<file path="src/buddy_allocator_core_assert.svh">
// Assertion macros used by the buddy allocator core.
`ifndef BUDDY_ALLOCATOR_CORE_ASSERT_SVH
`define BUDDY_ALLOCATOR_CORE_ASSERT_SVH
`ifndef NO_ASSERTIONS
`define BUD_ASSERT(lbl, clk, rstn, prop, msg) \
    lbl: assert property (@(posedge clk) disable iff (!rstn) prop) else $error(msg);
`define BUD_ASSERT_NEVER(lbl, clk, rstn, cond, msg) \
    lbl: assert property (@(posedge clk) disable iff (!rstn) !(cond)) else $error(msg);
`else
`define BUD_ASSERT(lbl, clk, rstn, prop, msg)
`define BUD_ASSERT_NEVER(lbl, clk, rstn, cond, msg)
`endif
`endif

</file>
<file path="src/bud_pkg.sv">
// Types and constants of the buddy allocator.
`timescale 1ns / 1ps
package bud_pkg;
    localparam int LEVELS = 10;
    localparam int UNITS = 1 << LEVELS;
    localparam int UNIT_W = LEVELS;
    localparam int LINK_W = UNIT_W + 1;
    localparam int ORD_W = 4;
    localparam int KIND_W = 2;
    localparam int REQ_W = 15;
    localparam int STATUS_W = 2;
    localparam int HEAP_LEVELS_RESET = 10;

    localparam logic [LINK_W-1:0] EMPTY_MARK = LINK_W'(UNITS);

    localparam logic [KIND_W-1:0] KIND_NONE = 2'd0;
    localparam logic [KIND_W-1:0] KIND_FREE = 2'd1;
    localparam logic [KIND_W-1:0] KIND_USED = 2'd2;

    localparam logic FUNC_ALLOC = 1'b0;
    localparam logic FUNC_FREE = 1'b1;

    localparam logic [STATUS_W-1:0] ST_OK = 2'd0;
    localparam logic [STATUS_W-1:0] ST_NO_MEM = 2'd1;
    localparam logic [STATUS_W-1:0] ST_TOO_BIG = 2'd2;
    localparam logic [STATUS_W-1:0] ST_BAD_FREE = 2'd3;

    typedef struct packed {
        logic [KIND_W-1:0] kind;
        logic [ORD_W-1:0] order;
    } meta_t;

    typedef struct packed {
        logic init;
        logic [ORD_W-1:0] init_level;
        logic we;
        logic [ORD_W-1:0] order;
        logic [LINK_W-1:0] data;
    } head_ctl_t;
endpackage

</file>
<file path="src/bud_heads.sv">
// Free-list head registers with the search for the smallest usable order.
`timescale 1ns / 1ps
module bud_heads (
    input  logic                        clk,
    input  logic                        rst_n,
    input  bud_pkg::head_ctl_t          ctl,
    input  logic [bud_pkg::ORD_W-1:0]   rd_order,
    output logic [bud_pkg::LINK_W-1:0]  rd_head,
    input  logic [bud_pkg::ORD_W-1:0]   min_order,
    input  logic [bud_pkg::ORD_W-1:0]   max_order,
    output logic                        found,
    output logic [bud_pkg::ORD_W-1:0]   found_order
);
    logic [bud_pkg::LINK_W-1:0] head_reg [bud_pkg::LEVELS+1];

    always_ff @(posedge clk or negedge rst_n)
    begin
        if (!rst_n)
        begin
            for (int i = 0; i <= bud_pkg::LEVELS; i++)
            begin
                head_reg[i] <= (i == bud_pkg::HEAP_LEVELS_RESET) ? '0 : bud_pkg::EMPTY_MARK;
            end
        end
        else if (ctl.init)
        begin
            for (int i = 0; i <= bud_pkg::LEVELS; i++)
            begin
                head_reg[i] <= (i == int'(ctl.init_level)) ? '0 : bud_pkg::EMPTY_MARK;
            end
        end
        else if (ctl.we)
        begin
            head_reg[ctl.order] <= ctl.data;
        end
    end

    assign rd_head = head_reg[rd_order];

    // lowest non-empty order inside [min_order, max_order]
    always_comb
    begin
        found = 1'b0;
        found_order = '0;
        for (int i = bud_pkg::LEVELS; i >= 0; i--)
        begin
            if (!head_reg[i][bud_pkg::UNIT_W] && i >= int'(min_order)
                && i <= int'(max_order))
            begin
                found = 1'b1;
                found_order = bud_pkg::ORD_W'(i);
            end
        end
    end
endmodule
</file>
<file path="config.mk">
export PLATFORM = sky130hd
export DESIGN_NAME = bud_heads
export DESIGN_NICKNAME = d
export VERILOG_FILES = /design/src/buddy_allocator_core_assert.svh /design/src/bud_pkg.sv /design/src/bud_heads.sv
export SDC_FILE = /design/constraint.sdc
export NUM_CORES = 1
export LEC_CHECK = 0
export ABC_AREA = 0
export BUFFER_PORTS_ARGS = -buffer_cell sky130_fd_sc_hd__buf_2
export CELL_PAD_IN_SITES_DETAIL_PLACEMENT = 0
export CELL_PAD_IN_SITES_GLOBAL_PLACEMENT = 1
export CORE_ASPECT_RATIO = 1.1
export CORE_UTILIZATION = 51
export CTS_CLUSTER_SIZE = 30
export DETAILED_ROUTE_END_ITERATION = 10
export PLACE_DENSITY_LB_ADDON = 0.1
export SETUP_SLACK_MARGIN = 0.02
export SYNTH_ARGS = -nofsm -noshare
export SYNTH_HDL_FRONTEND = slang
export SYNTH_SLANG_ARGS = --single-unit
</file>
<file path="constraint.sdc">
create_clock -name clk -period 3.9 [get_ports clk]
set_input_delay 0.585 -clock clk [delete_from_list [all_inputs] [get_ports clk]]
set_output_delay 0.585 -clock clk [all_outputs]
set_load 0.005 [all_outputs]
</file>
### After elaboration in Yosys (flattened, before gate mapping)

Index checks and enable logic that the tools add are counted.

* magnitude comparators: 24
* equal/unequal tests: 10
* multiplexer cells: 41
* bitwise logic cells: 2
* reductions and logical operators: 35

Operator list (number)
* two-way mux 121 bit: 2
* two-way mux 11 bit: 14
* bitwise mux 121 bit: 1
* binary-select mux 11 bit (select 4 bit): 1
* demux 11 bit (select 4 bit): 1
* two-way mux 4 bit: 11
* == test 4 bit, first input constant: 7
* logical AND 1 bit: 22
* >= comparator 3 x 4 -> 1 bit, first input constant: 4
* less-or-equal comparator 3 x 4 -> 1 bit, first input constant: 4
* >= comparator 4 bit, first input constant: 3
* less-or-equal comparator 4 bit, first input constant: 3
* zero test 1 bit: 11
* two-way mux 1 bit: 11
* >= comparator 5 bit, second input constant: 2
* NOT 4 -> 5 bit: 2
* == test 3 x 4 -> 1 bit, first input constant: 2
* >= comparator 1 x 4 -> 1 bit, first input constant: 2
* >= comparator 2 x 4 -> 1 bit, first input constant: 2
* less-or-equal comparator 2 x 4 -> 1 bit, first input constant: 2
* less-than comparator 5 x 1 -> 1 bit, second input constant: 1
* == test 2 x 4 -> 1 bit, first input constant: 1
* less-or-equal comparator 1 x 4 -> 1 bit, first input constant: 1
* zero test 4 bit: 1
* nonzero test 2 bit: 1

* bits in registers: 121
* bits of input ports: 35
* logic and storage cells: 123

### Depth between registers and ports, before layout

* depth after elaboration: 14
* mapped depth: 6
* mapped depth without buffers: 4

### Worst setup path before layout

Ideal clock, no wire load.

* kind: input -> output
* start: in rd_order[0] (netlist bit)
* end: out rd_head[4] (netlist bit)
* arrival: 1.842 ns
* data required time: 3.315 ns
* path slack: 1.473 ns
* stages: 5
* path through: buf_2 -> buf_2 -> mux4_2 -> mux2i_1 -> o22ai_1

* longest elaborated chain between the ends: 4

RTL lines
* start, declared: line bud_heads.sv:7 `input logic [bud_pkg::ORD_W-1:0] rd_order,`
* NOT 4 -> 5 bit (not written as such): line bud_heads.sv:38 `assign rd_head = head_reg[rd_order];`
* binary-select mux 11 bit (select 4 bit): line bud_heads.sv:38
* two-way mux 11 bit (not written as such) (2 in a row): line bud_heads.sv:38
* end, declared: line bud_heads.sv:8 `output logic [bud_pkg::LINK_W-1:0] rd_head,`

Every way passes these cells. The select of a mux whose other input is x is not followed.

### Worst setup path in the final report

* start: in rd_order[1] (netlist bit)
* end: out rd_head[0] (netlist bit)

Same word-level chain as after synthesis.

==> flow_summary.yaml <==
floorplanning:
  rows: 42
  die_h_um: 120.0
  design.die.area_mm2: 0.01310
  initial_core_util_pct: 52.91
  dieWidth_um: 109.2
  core_area_mm2: 0.01219
  io_pins: 51
critical_path:
  cp.required_ns: 3.31
  crit_buf_inv: 2
  arrival_ns: 2.31
  r2r_cells: 2
  cpPeakStageDelay_ns: 0.69
  r2r_setup_slack_ns: 2.99
  reg2reg_to: "head_reg[87]"
  crit_top_cell: "buf_2"
  crit_type: "in2out"
  critPathLaunch: "rd_order[1]"
  cpLargestDelayFamily: "simple AND/OR/NAND/NOR gates"
  end_kind: "output port"
  r2r-start: "head_reg[87]"
  critPathMaxFanout: 24
  slowest_stage: "nor2b_1"
  startpoint_type: "input pin"
  crit_path_cell_trace: "buf_2, nor2b_1, o2bb2ai_1, mux2i_1, o22ai_1, buf_2"
global_routing:
  grt_max_degree: 111
  grt-busiest-layer: "met2"
  grt_pass1_wl_um: 29490
  grt_pass1_vias: 5302
  grtUsageTotal_pct: 30.74
  overflow: 0
  grt_use_met3_pct: 5.052
  grtUsageMet2_pct: 47.88
  grt_use_met1_pct: 41.92
  antenna_found_initial: 0
finish:
  num_antenna_cells: 0
  largest_reg_flops: 121
  nFillCells: 1082
  area_growth_pct: 13.56
  drive_gt1_share_pct: 18.96
  nets: 734
  final_cells: 866
synth:
  synth_flop_cell: "dfrtp_1"
  synth_seq_cells: 121
  synth-edff-count: 0
  yosysTopAreaCell: "dfrtp_1"
  synth.top_cells.by_area: "dfrtp_1, mux2i_1, mux4_2"
  ys_types: 49
  ys_seq_area_share_pct: 47.13
  ys_warn_count: 0
  postSynthCellCount: 680
  ys_async_sr_fraction_pct: 100.0
  avgSynthCellArea_um2: 9.487
  synth_top_area_share_pct: 43.06
  synthesis.nets: 715
  syn_area_mm2: 0.006451
clock_tree:
  h-tree-depth: 4
  ctsResizeCount: 0
  cts_root_buf: "clkbuf_16"
  cts_sinks: 121
  clock_latency_ns: 0.42
  cts_tree: "done"
  clkTransAtPathRegs_ns: 0.06
  clockBufferDepth: 2
  postCtsHoldBufs: 0
  cts_setup_buffers: 0
  numCtsBuffers: 17
sta:
  tns_ns: 0
  clock_skew_ns: 0
  hold_violations: 0
  fin_crit_ns: 2.898
  worst_slew_pin_slew_ns: 1.161
  setup_violations: 0
  relSlewSlack_pct: 22.62
  fin_crit_sh_pct: 74.32
  drv_slew: 0
  rsz0062_at_grt: "false"
  fmax_mhz: 345.0
routing:
  first_pass_iters: 5
  drtIter0Drc: 587
  routed_wl_um: 18590
  vias_per_cell: 6.289
  ant_nets: 0
  vias: 5446
  drc: 0
  drt-wirelength-per-cell_um: 21.46
power_and_ir_drop:
  leakagePower_nw: 3.207
  power_mw: 3.059
  powerDensity_mw_per_mm2: 417.6
  vdd_ir_drop_max_mv: 0.2990
placed_design:
  dp_hpwl_um: 12730
  place_inst: 834
  gp_congestion: 0.8887
  portBuffers: 50
flow_run:
  cap_violations: 0
worst_hold_path:
  hold_path.class: "in2async"
run_status:
  status: "finished, final reports clean"
-- layout make-up --
type	count	area (µm²)	share of cell area, %
multi-input combinational	478	3075	41.98
sequential	121	3040	41.50
clock buffer	24	501.7	6.849
timing repair buffer	67	395.4	5.397
tap	154	192.7	2.630
clock inverter	8	67.56	0.9223
inverter	14	52.55	0.7173
-- kinds of logic after synthesis --
kind of cell           after synthesis  share of synthesized area, %
AOI/OAI and AO/OA                  190                         16.66
buffers and inverters               81                         5.198
DFF                                121                         47.13
muxes                               82                         16.99
and+or+nand+nor                    206                         14.02
-- power by group --
group / internal, mW / total (mW) / switching (mW)
registers: 1.28 / 1.29 / 0.0145
logic: 0.0820 / 0.265 / 0.182
clock network: 0.952 / 1.50 / 0.547
-- worst reg2reg max path, stage by stage (launching register included) --
cell and delay (ns):
dfstp_2 0.57, mux2i_1 0.09, a21oi_1 0.19
-- cells in the mapped netlist, types with 2 or more instances --
cell,count
a211oi_1,2
nand3_1,10
nand2b_1,8
nor3_1,14
o221ai_1,2
o2bb2ai_1,10
o21bai_1,2
a31oi_1,3
dfrtp_1,111
buf_2,7
o32ai_1,2
buf_1,2
o21ai_0,53
nor2b_1,3
clkbuf_1,54
a21oi_1,93
or3_1,3
nor2_1,39
inv_1,14
mux4_2,22
a21o_1,2
dfstp_2,10
o22ai_1,11
nand3b_1,4
a2111oi_0,2
nor4_1,6
nand2_1,110
mux2i_1,60
-- worst max-delay path by stage --
stage / depth (start not counted) / to / slack (ns)
global placement: 6 / rd_head[7] / 1.05
global route: 6 / rd_head[0] / 0.94
floorplan: 5 / rd_head[4] / 1.47
CTS: 6 / rd_head[8] / 1.02
detailed placement: 6 / rd_head[8] / 1.03
finish: 6 / rd_head[0] / 1.00
-- per-stage QoR --
stage / utilization, % / hold WS (ns) / cell area (µm²) / setup WS, ns
after floorplan: - / 0.2894 / 6451 / 1.473
after global placement: 55.42 / 0.4982 / 6756 / 1.049
after detailed placement: 55.42 / 0.5013 / 6756 / 1.027
after CTS: 60.09 / 0.3585 / 7326 / 1.025
after global routing: 60.09 / 0.4194 / 7326 / 0.9444
final: 60.09 / 0.3370 / 7326 / 1.002
-- layer usage --
metal	vias up	share of wire, %	wire, µm
li1	2449	-	-
met1	2737	43	7930
met2	219	48	8992
met3	41	5.9	1098
met4	0	3.1	567
met5	-	0	0
-- cell usage in the layout, fill, tap and decap left out, types with 2 or more instances in the layout --
master and instances:
nor4_1 6, nand3_1 10, o32ai_1 2, nor3_1 14, nor2b_1 3, nand3b_1 4, o22ai_1 11, mux2i_1 60
clkbuf_16 17, dfstp_2 10, mux4_2 22, nand2_1 110, a21oi_1 93, or3_1 3, o221ai_1 2, o21ai_0 53
clkinv_2 6, inv_1 14, buf_4 18, o2bb2ai_1 10, buf_2 48, a211oi_1 2, nor2_1 39, o21bai_1 2
a2111oi_0 2, dfrtp_1 111, nand2b_1 8, clkbuf_8 5, a31oi_1 3, a21o_1 2, clkbuf_1 2
No activity file was read; power rests on OpenSTA's default activity.
